<file path="src/rtl/srmlp_pkg.sv">
// Package for the server rules mod list parser.
// Holds the transaction payload types, the parse phase encoding and the field constants.
// No dependencies.
package srmlp_pkg;

    // The header is seven bytes, indexed 0 to 6.
    localparam logic [2:0] HDR_LAST_IDX  = 3'd6;
    // Hash and workshop id fields are four bytes, indexed 0 to 3.
    localparam logic [2:0] WORD_LAST_IDX = 3'd3;
    localparam logic [7:0] ID_LEN        = 8'h04;
    localparam logic [7:0] PRINT_LO      = 8'h20;
    localparam logic [7:0] PRINT_HI      = 8'h7E;

    typedef enum logic [1:0] {
        KIND_HEADER = 2'd0,
        KIND_CHAR   = 2'd1,
        KIND_MOD    = 2'd2,
        KIND_BADLEN = 2'd3
    } kind_t;

    typedef enum logic [6:0] {
        PH_IDLE    = 7'b0000001,
        PH_HEADER  = 7'b0000010,
        PH_HASH    = 7'b0000100,
        PH_IDLEN   = 7'b0001000,
        PH_ID      = 7'b0010000,
        PH_NAMELEN = 7'b0100000,
        PH_NAME    = 7'b1000000
    } phase_t;

    typedef struct packed {
        logic [7:0] data_byte;
        logic       message_start;
    } byte_item_t;

    typedef struct packed {
        kind_t       record_kind;
        logic [7:0]  hdr_version;
        logic [7:0]  hdr_overflow;
        logic [15:0] dlc_mask;
        logic        dlc_single;
        logic [7:0]  mod_count;
        logic [31:0] rec_hash;
        logic [31:0] workshop_id;
        logic [7:0]  name_length;
        logic [6:0]  name_char;
        logic [7:0]  bad_id_length;
        logic        end_of_message;
    } rec_item_t;

    typedef struct packed {
        phase_t      phase;
        logic [2:0]  idx;
        logic [7:0]  version;
        logic [7:0]  overflow;
        logic [15:0] dlc;
        logic [31:0] hash;
        logic [31:0] id;
        logic [7:0]  name_len;
        logic [7:0]  name_rem;
        logic [7:0]  mods_rem;
    } parse_state_t;

    // Parse state after reset: idle, everything else cleared.
    localparam parse_state_t STATE_RESET = '{
        phase:    PH_IDLE,
        idx:      3'd0,
        version:  8'd0,
        overflow: 8'd0,
        dlc:      16'd0,
        hash:     32'd0,
        id:       32'd0,
        name_len: 8'd0,
        name_rem: 8'd0,
        mods_rem: 8'd0
    };

endpackage

</file>
<file path="src/rtl/srmlp_step.sv">
// Next-state and result logic for one received byte of the mod list parser.
// Purely combinational; depends on srmlp_pkg.
module srmlp_step (
    input  srmlp_pkg::parse_state_t cur,
    input  srmlp_pkg::byte_item_t   item,
    output srmlp_pkg::parse_state_t nxt,
    output logic                    res_valid,
    output srmlp_pkg::rec_item_t    res
);
    import srmlp_pkg::*;

    phase_t      ph;
    logic [2:0]  idx;
    logic [7:0]  b;
    logic        finish;
    logic [6:0]  fin_char;
    logic [7:0]  mods_dec;
    logic [7:0]  rem_dec;
    logic [15:0] dlc_word;

    always_comb
    begin
        b        = item.data_byte;
        ph       = cur.phase;
        idx      = cur.idx;
        finish   = 1'b0;
        fin_char = '0;
        mods_dec = cur.mods_rem - 8'd1;
        rem_dec  = cur.name_rem - 8'd1;
        dlc_word = {b, cur.dlc[7:0]};
        res       = '0;
        res_valid = 1'b0;

        // A start flag abandons any message in progress.
        if (item.message_start)
        begin
            ph  = PH_HEADER;
            idx = '0;
        end

        nxt       = cur;
        nxt.phase = ph;
        nxt.idx   = idx;

        case (ph)
            PH_HEADER:
            begin
                nxt.idx = idx + 3'd1;
                case (idx)
                    3'd0: nxt.version  = b;
                    3'd1: nxt.overflow = b;
                    3'd2: nxt.dlc      = {8'h00, b};
                    3'd3: nxt.dlc      = dlc_word;
                    HDR_LAST_IDX:
                    begin
                        res_valid          = 1'b1;
                        res.record_kind    = KIND_HEADER;
                        res.hdr_version    = cur.version;
                        res.hdr_overflow   = cur.overflow;
                        res.dlc_mask       = cur.dlc;
                        res.dlc_single     = (cur.dlc != 16'd0) &&
                                             ((cur.dlc & (cur.dlc - 16'd1)) == 16'd0);
                        res.mod_count      = b;
                        nxt.mods_rem       = b;
                        nxt.idx            = '0;
                        if (b == 8'd0)
                        begin
                            res.end_of_message = 1'b1;
                            nxt.phase          = PH_IDLE;
                        end
                        else
                        begin
                            nxt.phase = PH_HASH;
                        end
                    end
                    default: ;
                endcase
            end
            PH_HASH:
            begin
                // Little-endian: bytes shift in from the top.
                nxt.hash = {b, cur.hash[31:8]};
                nxt.idx  = idx + 3'd1;
                if (idx == WORD_LAST_IDX)
                    nxt.phase = PH_IDLEN;
            end
            PH_IDLEN:
            begin
                if (b != ID_LEN)
                begin
                    res_valid          = 1'b1;
                    res.record_kind    = KIND_BADLEN;
                    res.bad_id_length  = b;
                    res.end_of_message = 1'b1;
                    nxt.phase          = PH_IDLE;
                end
                else
                begin
                    nxt.phase = PH_ID;
                    nxt.idx   = '0;
                end
            end
            PH_ID:
            begin
                nxt.id  = {b, cur.id[31:8]};
                nxt.idx = idx + 3'd1;
                if (idx == WORD_LAST_IDX)
                    nxt.phase = PH_NAMELEN;
            end
            PH_NAMELEN:
            begin
                nxt.name_len = b;
                nxt.name_rem = b;
                if (b == 8'd0)
                    finish = 1'b1;
                else
                    nxt.phase = PH_NAME;
            end
            PH_NAME:
            begin
                // Non-printable name bytes are consumed without a result.
                if (b inside {[PRINT_LO:PRINT_HI]})
                begin
                    nxt.name_rem = rem_dec;
                    if (rem_dec == 8'd0)
                    begin
                        finish   = 1'b1;
                        fin_char = b[6:0];
                    end
                    else
                    begin
                        res_valid       = 1'b1;
                        res.record_kind = KIND_CHAR;
                        res.name_char   = b[6:0];
                    end
                end
            end
            default:
            begin
                nxt.phase = PH_IDLE;
            end
        endcase

        if (finish)
        begin
            res_valid       = 1'b1;
            res             = '0;
            res.record_kind = KIND_MOD;
            res.rec_hash    = cur.hash;
            res.workshop_id = cur.id;
            res.name_length = nxt.name_len;
            res.name_char   = fin_char;
            nxt.mods_rem    = mods_dec;
            if (mods_dec == 8'd0)
            begin
                res.end_of_message = 1'b1;
                nxt.phase          = PH_IDLE;
            end
            else
            begin
                nxt.phase = PH_HASH;
                nxt.idx   = '0;
            end
        end
    end

endmodule

</file>
<file path="src/rtl/server_rules_mod_list_parser_core.sv">
// Top level of the server rules mod list parser.
// Holds the parse state and result registers; depends on srmlp_pkg and srmlp_step.
//
// Channel | Direction | Handshake             | Payload
// byte    | in        | byte_valid/byte_stall | srmlp_pkg::byte_item_t, one reply byte
// rec     | out       | rec_valid/rec_stall   | srmlp_pkg::rec_item_t, one parse result
//
// For each accepted byte the step logic updates the parse state and, when the byte produces
// a result, loads the result register at the same edge. A new byte can be accepted in every
// cycle unless byte_stall is high. The result register is the only buffer, so byte_stall
// is raised exactly while a result is held and rec_stall is high. Reset puts the parser in
// the idle phase, where bytes are dropped until a transaction with message_start arrives.
module server_rules_mod_list_parser_core (
    input  logic                    clk,
    input  logic                    rst_n,
    input  logic                    byte_valid,
    output logic                    byte_stall,
    input  srmlp_pkg::byte_item_t   byte_data,
    output logic                    rec_valid,
    input  logic                    rec_stall,
    output srmlp_pkg::rec_item_t    rec_data
);
    import srmlp_pkg::*;

    parse_state_t state_reg;
    parse_state_t state_next;
    rec_item_t    rec_data_reg;
    rec_item_t    step_res;
    logic         step_res_valid;
    logic         rec_valid_reg;
    logic         rec_valid_next;
    logic         accept;
    logic         out_free;

    srmlp_step u_step (
        .cur       (state_reg),
        .item      (byte_data),
        .nxt       (state_next),
        .res_valid (step_res_valid),
        .res       (step_res)
    );

    // The result register can take a new transaction when it is empty or being drained.
    assign out_free   = !rec_valid_reg || !rec_stall;
    assign byte_stall = !out_free;
    assign accept     = byte_valid && out_free;

    always_comb
    begin
        rec_valid_next = rec_valid_reg;
        if (out_free)
            rec_valid_next = accept && step_res_valid;
    end

    always_ff @(posedge clk or negedge rst_n)
    begin
        if (!rst_n)
        begin
            state_reg     <= STATE_RESET;
            rec_valid_reg <= 1'b0;
        end
        else
        begin
            rec_valid_reg <= rec_valid_next;
            if (accept)
                state_reg <= state_next;
        end
    end

    // Result payload needs no reset; it is qualified by rec_valid_reg.
    always_ff @(posedge clk)
    begin
        if (accept && step_res_valid)
            rec_data_reg <= step_res;
    end

    assign rec_valid = rec_valid_reg;
    assign rec_data  = rec_data_reg;

endmodule

</file>
<file path="config.mk">
export PLATFORM = sky130hd
export DESIGN_NAME = server_rules_mod_list_parser_core
export DESIGN_NICKNAME = d
export VERILOG_FILES = /design/src/rtl/srmlp_pkg.sv /design/src/rtl/srmlp_step.sv /design/src/rtl/server_rules_mod_list_parser_core.sv
export SDC_FILE = /design/constraint.sdc
export NUM_CORES = 1
export LEC_CHECK = 0
export BUFFER_PORTS_ARGS = -buffer_cell sky130_fd_sc_hd__buf_2
export CAP_MARGIN = 25
export CORE_AREA = 2 2 145 147
export DETAILED_ROUTE_END_ITERATION = 10
export DIE_AREA = 0 0 147 149
export PLACE_DENSITY = 0.86
export SLEW_MARGIN = 20
export SYNTH_ARGS = -nofsm -noshare
export SYNTH_HDL_FRONTEND = slang
export SYNTH_SLANG_ARGS = --single-unit
</file>
<file path="constraint.sdc">
create_clock -name clk -period 10.32 [get_ports clk]
set_input_delay 3.096 -clock clk [delete_from_list [all_inputs] [get_ports clk]]
set_output_delay 3.096 -clock clk [all_outputs]
set_load 0.02 [all_outputs]
</file>
==> results of run 1 <==
worst max-delay path: cells and delay by family:
family	cells	cell delay [ns]
buf+inv	3	0.29
simple gates	1	0.10
kinds of logic (layout without fill, tap and decap cells):
family / count (synthesis) / count (layout)
and+or+nand+nor: 271 / 271
AOI/OAI and AO/OA: 100 / 100
DFF: 262 / 262
xor gates and xnor gates: 7 / 7
adders and majority gates: 10 / 10
buffers and inverters: 58 / 210
muxes: 100 / 100
routing by layer:
metal	GRT usage [%]	wire length, um	up-vias
met5	0	0	-
met4	4.81	310	0
met3	2.97	1300	27
met2	34.0	11100	232
met1	28.2	9320	3342
li1	-	-	3180
power by group through the flow:
stage,sequential (mW),clock [mW],combinational (mW)
after detailed placement,1.25,0,0.214
after global placement,1.24,0,0.204
after CTS,1.23,0.934,0.215
final,1.23,0.920,0.215
after global routing,1.24,0.974,0.240
after floorplan,1.23,0,0.161
metrics by stage:
step                      power, mW  hold WS [ns]
after global routing           2.45         0.512
after detailed placement       1.46         0.469
after CTS                      2.38         0.483
final                          2.36         0.480
after floorplan                1.39         0.450
after global placement         1.45         0.463
placed cells by master (no fill, tap or decap), drive strengths merged, types with 4 or more instances in the layout:
master | netlist | routed
buf | 15 | 151
edfxtp | 131 | 131
dfrtp | 130 | 130
and2 | 113 | 113
mux2 | 93 | 93
nand2 | 42 | 42
nor2 | 35 | 35
clkbuf | 32 | 30
o21ai | 28 | 28
a21oi | 24 | 24
nand3 | 15 | 15
clkinv | 1 | 15
and3 | 13 | 13
inv | 10 | 11
nor3 | 11 | 11
ha | 9 | 9
a22o | 8 | 8
mux2i | 7 | 7
nand4 | 7 | 7
nor4 | 7 | 7
nand2b | 6 | 6
o221a | 5 | 5
a31oi | 4 | 4
o211ai | 4 | 4
xnor2 | 4 | 4
or3 | 4 | 4
cell type report:
class | count | share of cell area [%]
Tap cell | 275 | 2.69
Timing Repair Buffer | 151 | 6.39
Clock inverter | 18 | 1.08
Multi-Input combinational cell | 488 | 27.5
Sequential cell | 262 | 56.4
Inverter | 11 | 0.323
Clock buffer | 30 | 5.53
worst max path at each step:
stage,start,slack (ns),depth (start not counted),endpoint
after CTS,rec_stall,3.73,4,byte_stall
final,rec_stall,3.73,4,byte_stall
after global placement,rec_stall,3.75,4,byte_stall
after global routing,rec_stall,3.70,4,byte_stall
after floorplan,byte_data[0],2.08,9,rec_data[0]
after detailed placement,rec_stall,3.73,4,byte_stall
==> impl_summary.log, run 1 <==
[metrics] fraction of layout instances using a drive strength above 1: 31.6%
[metrics] residual antenna-violating net count after detailed routing: 0
[metrics] post-synthesis compound-gate area fraction: 6.08%
[metrics] cell area reported after detailed placement: 0.0119 mm2
[metrics] Nets: 962
[metrics] count of maximum capacitance violations: 0
[metrics] gr usage total: 20.2%
[metrics] cell accounting for the most synthesized area: sky130_fd_sc_hd__edfxtp_1
[metrics] Register-to-Register Setup Slack: 6.99 ns
[metrics] category of the worst setup path launch point: primary input
[metrics] Critical Path End Type: primary output
[metrics] number of gates resized after CTS: 0
[metrics] clock transition at the registers of the reported paths: 0.06 ns
[metrics] RSZ-0062 raised after global routing: no
[metrics] fraction of synthesized cell area taken by the top area cell type: 35.8%
[metrics] width of the chip: 147 um
[metrics] # Post-CTS Setup Buffers: 0
[metrics] clock latency of the later-clocked register in the worst-skew pair: 0.52 ns
[metrics] first-pass iteration count of the detailed router: 8
[metrics] vias post-DR: 6,781
[metrics] Crit Reg-Reg Startpoint: state_reg[125]
[metrics] core box area: 0.0206 mm2
[metrics] final worst-path setup slack: 3.73 ns
[metrics] Routed wire per std cell: 17.8 um
[metrics] total length of routed wires: 22.0 mm
[metrics] Filler cells: 1,570
[metrics] count of placed standard cells including taps: 1,185
[metrics] setup slack at placement: 3.73 ns
[metrics] routability congestion estimate from global placement: 0.909
[metrics] number of warnings issued by yosys: 0
[metrics] cell depth of the worst min-delay path: 1
[metrics] hold buffer count at cts: 0
[metrics] instance count of the mapped netlist: 808
[metrics] Remaining Overflow, GRT: 0
[metrics] share of total power consumed by net switching: 23.5%
[metrics] most frequent cell after synthesis: sky130_fd_sc_hd__edfxtp_1
[metrics] arithmetic-cell share of the synthesized area counting full adders, half adders and majority gates: 1.12%
[metrics] Synth Net Count: 830
[metrics] arrival time worst endpoint: 3.49 ns
[metrics] area of the multi-input gates: 0.00352 mm2
[metrics] number of global-route vias before repair: 6,625
[metrics] main combinational cell family by area after synthesis: simple AND/OR/NAND/NOR gates
[metrics] Port Buffers: 145
[metrics] CTS Root Buffer Type: sky130_fd_sc_hd__clkbuf_16
[metrics] R2R Path End: rec_data[83]
[metrics] total internal power: 1.81 mW
[metrics] Crit Path Class: in -> out
[metrics] multiplexer area fraction after synthesis: 10.2%
[metrics] area of the mapped netlist: 0.0110 mm2
[metrics] number of CTS-inserted buffers: 26
[metrics] TritonCTS clock tree: done
[metrics] final std cell area, no fill: 0.0128 mm2
[metrics] power density of the placed cells: 185 mW/mm2
[metrics] Synth async-reset ratio: 50.0%
[metrics] share of synthesized area occupied by flip-flops and latches: 65.7%
[metrics] reported net switching power: 0.555 mW
[metrics] clock sink count: 262
[metrics] leak pwr: 5.59 nW
[metrics] dominant cells by area after synthesis: sky130_fd_sc_hd__edfxtp_1 (36%), sky130_fd_sc_hd__dfrtp_1 (30%), sky130_fd_sc_hd__mux2_2 (9.5%)
[metrics] final sum of negative setup slack: 0 ns
[metrics] # setup viols final: 0
[metrics] Post-Layout Cell Count: 1,235
[metrics] final design utilization: 62.2%
[metrics] starting DRC count in detailed routing: 479
[metrics] Yosys cell types: 69
[metrics] number of top-level pins: 146
[metrics] number of enable-type register cells in the synthesized netlist: 131
[metrics] Hold Violations, Final: 0
[metrics] hold_sp: state_reg[121]
[metrics] synthesized-area fraction occupied by and/or/nand/nor cells: 14.0%
[metrics] fraction of power consumed by sequential logic: 52.0%
[metrics] first-pass GRT wire length: 35.2 mm
[metrics] worst slew margin relative to its limit: 41.7%
[metrics] cell type of the slowest stage on the worst timing path: sky130_fd_sc_hd__buf_2
[metrics] most instantiated flip-flop cell in the synthesis netlist: sky130_fd_sc_hd__edfxtp_1
[metrics] actual slew at the worst max-slew pin: 0.866 ns
[metrics] share of power burned in combinational logic: 9.1%
[metrics] # H-tree levels: 1
[metrics] detailed placer's ending HPWL: 14.0 mm
[metrics] required time of the worst setup path: 7.22 ns
[metrics] cell types with the highest counts after synthesis: sky130_fd_sc_hd__edfxtp_1 (131), sky130_fd_sc_hd__dfrtp_1 (130), sky130_fd_sc_hd__and2_1 (112)
[metrics] run status: finished clean
[metrics] area of the die: 0.0219 mm2
[metrics] clock power share: 38.9%
[metrics] logic depth of the worst register-to-register path: 7
[metrics] DRC viols: 0
[metrics] overall die height: 149 um
[metrics] maximum ir drop on the vdd rail: 0.0906 mV
[metrics] setup skew after layout: 0.0144 ns
[metrics] antenna diode count: 0
[metrics] final cycle utilization of the critical path: 63.8%
[metrics] type of the worst min-delay path: reg -> reg
[metrics] maximum number of pins on one net before global-route repair: 82
[metrics] most repeated library cell on the critical path: sky130_fd_sc_hd__buf_2
[metrics] Clock Tree Buf Depth: 3
[metrics] starting utilization of the core area: 53.4%
[metrics] FP Rows: 53
[metrics] Final Max Tran Viols: 0
[metrics] Yosys reg bits: 262
[metrics] share of the synthesized netlist area taken by xor and xnor gates: 0.559%
[metrics] sequential cell area: 0.00721 mm2
[metrics] Crit path largest cell delay: 0.15 ns
[metrics] worst-path fanout max: 4
[metrics] Vias/cell: 5.49
[metrics] fmax: 152 MHz
[metrics] synthesized area per cell: 13.6 um2
[metrics] initial antenna violation count: 0
[metrics] sequence of cells on the critical path: buf_2 > nand2_1 > inv_1 > buf_2
[metrics] relative area change from synthesis to final layout: 16.4%
[metrics] number of flip-flops under the largest register name: 131
[metrics] post-layout minimum cycle time: 6.59 ns
[metrics] Hold EP: state_reg[121]
Power figures use the tool's default switching activity.
==> inputs of run 2 (changes only) <==
CORE_AREA = 2 2 149 151   (was 2 2 145 147)
DIE_AREA = 0 0 151 153   (was 0 0 147 149)
clock period = 5.63 ns   (was 10.32 ns; I/O delays follow)
==> impl_summary.log, run 2 (synthesis gave the netlist of run 1 again) <==
[metrics] Crit Reg-Reg Startpoint: state_reg[125]
[metrics] number of global-route vias before repair: 6,680 (+0.83%)
[metrics] width of the chip: 151 um (+2.7%)
[metrics] post-layout minimum cycle time: 4.03 ns
[metrics] number of CTS-inserted buffers: 24 (-7.7%)
[metrics] RSZ-0062 raised after global routing: no
[metrics] logic depth of the worst register-to-register path: 6 (-1)
[metrics] worst slew margin relative to its limit: 34.5% (-7.3 points)
[metrics] residual antenna-violating net count after detailed routing: 0 (unchanged)
[metrics] met1 usage in global routing: 26.7% (-1.5 points)
[metrics] hold buffer count at cts: 0 (unchanged)
[metrics] final cycle utilization of the critical path: 71.6%
[metrics] DRC viols: 0 (unchanged)
[metrics] initial antenna violation count: 0 (unchanged)
[metrics] core box area: 0.0215 mm2 (+4.5%)
[metrics] routability congestion estimate from global placement: 0.931 (+2.3%)
[metrics] final worst-path setup slack: 1.60 ns (-2.14 ns)
[metrics] power density of the placed cells: 346 mW/mm2 (+87%)
[metrics] required time of the worst setup path: 5.75 ns (-1.47 ns)
[metrics] antenna diode count: 0 (unchanged)
[metrics] total power: 4.43 mW (+87%)
[metrics] arrival time worst endpoint: 4.15 ns (+0.66 ns)
[metrics] met3 global-route usage: 3.85% (+0.88 points)
[metrics] overall die height: 153 um (+2.7%)
[metrics] relative area change from synthesis to final layout: 16.6%
[metrics] Remaining Overflow, GRT: 0 (unchanged)
[metrics] met2 global-route usage: 31.6% (-2.4 points)
[metrics] first-pass iteration count of the detailed router: 5 (-3)
[metrics] Clock Tree Buf Depth: 3 (unchanged)
[metrics] run status: finished clean
[metrics] Hold EP: state_reg[120]
[metrics] gr usage total: 19.5% (-0.74 points)
[metrics] setup skew after layout: 0.0284 ns (+0.0141 ns)
[metrics] hold_sp: state_reg[120]
[metrics] count of maximum capacitance violations: 0 (unchanged)
[metrics] maximum number of pins on one net before global-route repair: 96 (+17%)
[metrics] FP Rows: 54 (+1.9%)
[metrics] Crit Path Class: in -> reg
[metrics] commonest non-fill, non-tap cell in the layout: sky130_fd_sc_hd__buf_2
[metrics] Nets: 961 (-0.10%)
[metrics] Final Max Tran Viols: 0 (unchanged)
[metrics] cell depth of the worst min-delay path: 1 (unchanged)
[metrics] vias post-DR: 6,807 (+0.38%)
[metrics] final sum of negative setup slack: 0 ns (unchanged)
[metrics] number of top-level pins: 146 (unchanged)
[metrics] total length of routed wires: 22.5 mm (+2.4%)
[metrics] TritonCTS clock tree: done
[metrics] type of the worst min-delay path: reg -> reg
[metrics] maximum ir drop on the vdd rail: 0.207 mV (+130%)
[metrics] Vias/cell: 5.50 (+0.22%)
[metrics] Port Buffers: 145 (unchanged)
[metrics] Register-to-Register Setup Slack: 2.50 ns (-4.49 ns)
[metrics] # Post-CTS Setup Buffers: 0 (unchanged)
[metrics] Critical Path End Type: flop
[metrics] category of the worst setup path launch point: primary input
[metrics] worst-path fanout max: 78 (+74)
[metrics] clock latency of the later-clocked register in the worst-skew pair: 0.52 ns (about the same)
[metrics] fraction of layout instances using a drive strength above 1: 31.8% (+0.20 points)
[metrics] Routed wire per std cell: 18.2 um (+2.2%)
[metrics] detailed placer's ending HPWL: 14.2 mm (+1.0%)
[metrics] clock transition at the registers of the reported paths: 0.07 ns (about the same)
[metrics] Filler cells: 1,637 (+4.3%)
[metrics] area of the die: 0.0231 mm2 (+5.5%)
[metrics] number of gates resized after CTS: 0 (unchanged)
[metrics] R2R Path End: rec_data[90]
[metrics] # setup viols final: 0 (unchanged)
[metrics] Hold Violations, Final: 0 (unchanged)
[metrics] clock sink count: 262 (unchanged)
[metrics] setup slack at placement: 1.06 ns (-2.67 ns)
[metrics] busiest layer in global routing: met2
[metrics] most frequent cells in the layout: sky130_fd_sc_hd__buf_2 (144), sky130_fd_sc_hd__edfxtp_1 (131), sky130_fd_sc_hd__dfrtp_1 (130), sky130_fd_sc_hd__and2_1 (112), sky130_fd_sc_hd__mux2_2 (93)
[metrics] # H-tree levels: 1 (unchanged)
[metrics] actual slew at the worst max-slew pin: 0.983 ns (+0.117 ns)
[metrics] starting utilization of the core area: 51.1% (-2.3 points)
[metrics] CTS Root Buffer Type: sky130_fd_sc_hd__clkbuf_16
[metrics] leak pwr: 5.60 nW (+0.18%)
[metrics] first-pass GRT wire length: 35.7 mm (+1.5%)
[metrics] starting DRC count in detailed routing: 545 (+14%)
[metrics] number of flip-flops under the largest register name: 131 (unchanged)
[metrics] fmax: 248 MHz
-- run 2: metal layers --
layer  wire (um)  share of wire [%]  vias up
met5           0                  0        -
met4         545                2.4        0
met3        1730                7.7       48
met2       11000                 49      274
met1        9220                 41     3318
li1            -                  -     3167
-- run 2: worst max path at each step --
stage	startpoint	depth (start not counted)	to
2_1_floorplan	byte_data[0]	9	rec_data[0]
3_3_place_gp	byte_data[0]	8	state_reg[7]
3_5_place_dp	byte_data[0]	8	state_reg[5]
4_1_cts	byte_data[0]	8	state_reg[3]
5_1_grt	byte_data[0]	10	rec_data[90]
6_report	byte_data[0]	10	rec_data[90]
-- run 2: per-stage QoR --
stage,utilization (%),std cells,hold WS (ns),cell area (um2)
floorplan,-,808,0.450,11000
global placement,55.4,1192,0.462,11900
detailed placement,55.4,1192,0.469,11900
CTS,59.5,1236,0.480,12800
global route,59.6,1237,0.502,12800
finish,59.6,1237,0.479,12800
-- run 2: worst max-delay path, cell delays in order --
cell                       delay [ns]
sky130_fd_sc_hd__buf_2           0.14
sky130_fd_sc_hd__clkinv_1        0.25
sky130_fd_sc_hd__nand2_1         0.20
sky130_fd_sc_hd__inv_1           0.08
sky130_fd_sc_hd__ha_1            0.22
sky130_fd_sc_hd__and2_1          0.19
sky130_fd_sc_hd__and4_1          0.22
sky130_fd_sc_hd__nor4_1          0.65
sky130_fd_sc_hd__nor2_4          0.03
sky130_fd_sc_hd__buf_4           0.43
-- run 2: layout make-up --
| cell class | count | area (um2) | share of cell area (%) |
|---|---|---|---|
| Multi-Input combinational cell | 488 | 3520 | 27.5 |
| Clock inverter | 12 | 199 | 1.55 |
| Sequential cell | 262 | 7210 | 56.3 |
| Inverter | 11 | 41.3 | 0.323 |
| Clock buffer | 32 | 681 | 5.32 |
| Timing Repair Buffer | 152 | 797 | 6.23 |
| Tap cell | 280 | 350 | 2.74 |
-- run 2: power by group --
part	internal, mW	switching, mW
Combinational	0.190	0.210
Clock	1.08	0.691
Sequential	2.14	0.115
==> inputs of run 3 (changes only) <==
ABC_AREA = 1   (was unset)
CORE_AREA = 2 2 148 150   (was 2 2 149 151)
DIE_AREA = 0 0 150 152   (was 0 0 151 153)
clock period = 3.75 ns   (was 5.63 ns; I/O delays follow)
==> impl_summary.log, run 3 <==
[metrics] cell types with the highest counts after synthesis: sky130_fd_sc_hd__nand2_1 (207), sky130_fd_sc_hd__inv_1 (136), sky130_fd_sc_hd__edfxtp_1 (131)
[metrics] total internal power: 4.93 mW (+44%)
[metrics] Critical Path End Type: flop
[metrics] number of flip-flops under the largest register name: 131 (unchanged)
[metrics] Clock Tree Buf Depth: 3 (unchanged)
[metrics] initial antenna violation count: 0 (unchanged)
[metrics] starting DRC count in detailed routing: 681 (+25%)
[metrics] Yosys cell types: 38 (-45%)
[metrics] Yosys reg bits: 262 (unchanged)
[metrics] width of the chip: 150 um (-0.66%)
[metrics] total power: 6.57 mW (+48%)
[metrics] maximum number of pins on one net before global-route repair: 69 (-28%)
[metrics] share of total power consumed by net switching: 25.0% (+2.1 points)
[metrics] clock transition at the registers of the reported paths: 0.06 ns (about the same)
[metrics] DR WL met3: 1.61 mm (-6.6%)
[metrics] share of power burned in combinational logic: 9.2% (+0.2 points)
[metrics] fraction of power consumed by sequential logic: 50.0% (-0.9 points)
[metrics] number of buffers and inverters on the critical path: 5 (+1)
[metrics] Remaining Overflow, GRT: 0 (unchanged)
[metrics] cell area reported after detailed placement: 0.0126 mm2 (+5.6%)
[metrics] worst-path fanout max: 63 (-19%)
[metrics] final cycle utilization of the critical path: 80.6%
[metrics] # H-tree levels: 1 (unchanged)
[metrics] maximum ir drop on the vdd rail: 0.438 mV (+110%)
[metrics] Crit Path Class: in -> reg
[metrics] total length of routed wires: 24.5 mm (+8.9%)
[metrics] Routed wire per std cell: 15.8 um (-13%)
[metrics] count of maximum capacitance violations: 0 (unchanged)
[metrics] Hold Violations, Final: 0 (unchanged)
[metrics] post-layout minimum cycle time: 3.02 ns
[metrics] overall die height: 152 um (-0.65%)
[metrics] number of top-level pins: 146 (unchanged)
[metrics] detailed placer's ending HPWL: 16.5 mm (+16%)
[metrics] required time of the worst setup path: 3.96 ns (-1.79 ns)
[metrics] Nets: 1,269 (+32%)
[metrics] setup skew after layout: 0.0122 ns (-0.0163 ns)
[metrics] # setup viols final: 0 (unchanged)
[metrics] starting utilization of the core area: 53.6% (+2.5 points)
[metrics] number of enable-type register cells in the synthesized netlist: 131 (unchanged)
[metrics] first-pass GRT wire length: 39.8 mm (+11%)
[metrics] max layer used: met4
[metrics] clock power share: 40.8% (+0.7 points)
[metrics] Final Max Tran Viols: 0 (unchanged)
[metrics] gr usage total: 21.8% (+2.4 points)
[metrics] Post-Layout Cell Count: 1,549 (+25%)
[metrics] hold buffer count at cts: 0 (unchanged)
[metrics] Port Buffers: 145 (unchanged)
[metrics] final std cell area, no fill: 0.0135 mm2 (+5.2%)
[metrics] TritonCTS clock tree: done
[metrics] routability congestion estimate from global placement: 0.918 (-1.3%)
[metrics] Vias/cell: 5.21 (-5.4%)
[metrics] DRC viols: 0 (unchanged)
[metrics] most instantiated flip-flop cell in the synthesis netlist: sky130_fd_sc_hd__edfxtp_1
[metrics] arrival time worst endpoint: 3.23 ns (-0.92 ns)
[metrics] number of warnings issued by yosys: 0 (unchanged)
[metrics] fraction of layout instances using a drive strength above 1: 26.0% (-5.7 points)
[metrics] dominant cells by area after synthesis: sky130_fd_sc_hd__edfxtp_1 (34%), sky130_fd_sc_hd__dfrtp_1 (28%), sky130_fd_sc_hd__nand2_1 (6.8%)
[metrics] most repeated library cell on the critical path: sky130_fd_sc_hd__inv_2
[metrics] area of the die: 0.0228 mm2 (-1.3%)
[metrics] vias post-DR: 8,066 (+18%)
[metrics] cell type of the slowest stage on the worst timing path: sky130_fd_sc_hd__buf_12
[metrics] cell family with most CP delay: buffers and inverters
[metrics] FP Rows: 54 (unchanged)
[metrics] Synth async-reset ratio: 50.0% (unchanged)
[metrics] Detail Route met2 WL: 11.7 mm (+6.5%)
[metrics] number of CTS-inserted buffers: 27 (+13%)
[metrics] synthesized area per cell: 10.5 um2 (-23%)
[metrics] share of synthesized area occupied by flip-flops and latches: 63.0% (-2.7 points)
[metrics] actual slew at the worst max-slew pin: 0.587 ns (-0.397 ns)
[metrics] core box area: 0.0214 mm2 (-0.63%)
[metrics] worst slack on hold paths: 0.480 ns (+0.00122 ns)
[metrics] met1 WL: 10.3 mm (+11%)
[metrics] type of the worst min-delay path: reg -> reg
[metrics] number of global-route vias before repair: 7,912 (+18%)
[metrics] area of the mapped netlist: 0.0114 mm2 (+4.3%)
[metrics] category of the worst setup path launch point: primary input
[metrics] clock latency of the later-clocked register in the worst-skew pair: 0.55 ns (+0.03 ns)
[metrics] instance count of the mapped netlist: 1,092 (+35%)
[metrics] run status: finished clean
[metrics] fmax: 331 MHz
[metrics] CTS Root Buffer Type: sky130_fd_sc_hd__clkbuf_16
[metrics] Crit path largest cell delay: 0.37 ns (-0.28 ns)
[metrics] reported net switching power: 1.65 mW (+62%)
[metrics] # Post-CTS Setup Buffers: 0 (unchanged)
[metrics] leak pwr: 5.76 nW (+3.0%)
[metrics] count of placed standard cells including taps: 1,498 (+26%)
[metrics] RSZ-0062 raised after global routing: no
[metrics] commonest non-fill, non-tap cell in the layout: sky130_fd_sc_hd__nand2_1
[metrics] clock sink count: 262 (unchanged)
[metrics] residual antenna-violating net count after detailed routing: 0 (unchanged)
[metrics] Synth Net Count: 1,114 (+34%)
[metrics] relative area change from synthesis to final layout: 17.6%
[metrics] most frequent cells in the layout: sky130_fd_sc_hd__nand2_1 (205), sky130_fd_sc_hd__buf_2 (144), sky130_fd_sc_hd__inv_1 (133), sky130_fd_sc_hd__edfxtp_1 (131), sky130_fd_sc_hd__dfrtp_1 (130)
[metrics] most frequent cell after synthesis: sky130_fd_sc_hd__nand2_1
[metrics] sequence of cells on the critical path: buf_2 > inv_16 > nand3_4 > nor2_8 > nand2_1 > inv_2 > nand3_1 > nand4_1 > inv_2 > a211oi_4 > buf_12
[metrics] cell accounting for the most synthesized area: sky130_fd_sc_hd__edfxtp_1
[metrics] power density of the placed cells: 488 mW/mm2 (+41%)
[metrics] number of gates resized after CTS: 0 (unchanged)
[metrics] worst slew margin relative to its limit: 60.8% (+26 points)
[metrics] fraction of synthesized cell area taken by the top area cell type: 34.4% (-1.5 points)
[metrics] first-pass iteration count of the detailed router: 5 (unchanged)
run 3: kinds of logic after synthesis:
group | share of synthesized area (%)
xor gates and xnor gates | 0.612
DFF | 63.0
buffers and inverters | 7.26
AOI/OAI and AO/OA | 7.40
and+or+nand+nor | 20.7
adders and majority gates | 0.984
run 3: layout make-up:
type,count,area (um2)
inverters,151,592
clock inverters,16,183
flip-flops and latches,262,7210
multi-input cells,642,3470
repair buffers,163,942
clock buffers,34,712
well taps,280,350
diodes,1,2.50
fillers,1672,7890
run 3: stage by stage:
| step | setup slack, ns | util [%] | setup TNS [ns] |
|---|---|---|---|
| 3_3_place_gp | 0.263 | 58.8 | 0 |
| 2_1_floorplan | -2.05 | - | -269.20 |
| 5_1_grt | 0.566 | 63.0 | 0 |
| 3_5_place_dp | 0.183 | 58.8 | 0 |
| 6_report | 0.729 | 63.0 | 0 |
| 4_1_cts | 0.755 | 63.0 | 0 |
run 3: worst paths after layout:
| check | startpoint | endpoint | slack (ns) | cells after the start |
|---|---|---|---|---|
| setup / recovery | byte_data[0] | rec_data[69] | 0.73 | 11 |
| hold / removal | state_reg[123] | state_reg[123] | 0.48 | 2 |
| setup reg to reg | state_reg[123] | rec_data[69] | 1.09 | 10 |
| hold reg to reg | state_reg[123] | state_reg[123] | 0.48 | 2 |
| max in group asynchronous | rst_n | state_reg[123] | 2.45 | 2 |
| min in group asynchronous | rst_n | state_reg[13] | 0.52 | 1 |
run 3: worst min-delay path, stage by stage, from the launching register on:
cell	delay, ns
sky130_fd_sc_hd__dfstp_2	0.37
sky130_fd_sc_hd__nand2_1	0.06
sky130_fd_sc_hd__nand2_1	0.05
run 3: power by group through the flow:
| stage | registers [mW] | clock network, mW | logic, mW |
|---|---|---|---|
| after detailed placement | 3.33 | 0 | 0.604 |
| after global routing | 3.30 | 2.84 | 0.688 |
| after floorplan | 3.30 | 0 | 0.434 |
| final | 3.28 | 2.68 | 0.607 |
| after CTS | 3.28 | 2.72 | 0.607 |
| after global placement | 3.32 | 0 | 0.562 |
run 3: routing by layer:
metal	vias to the layer above	track usage, %
met1	3869	29.6
met2	299	35.5
met5	-	0
li1	3830	-
met4	0	8.67
met3	68	3.45
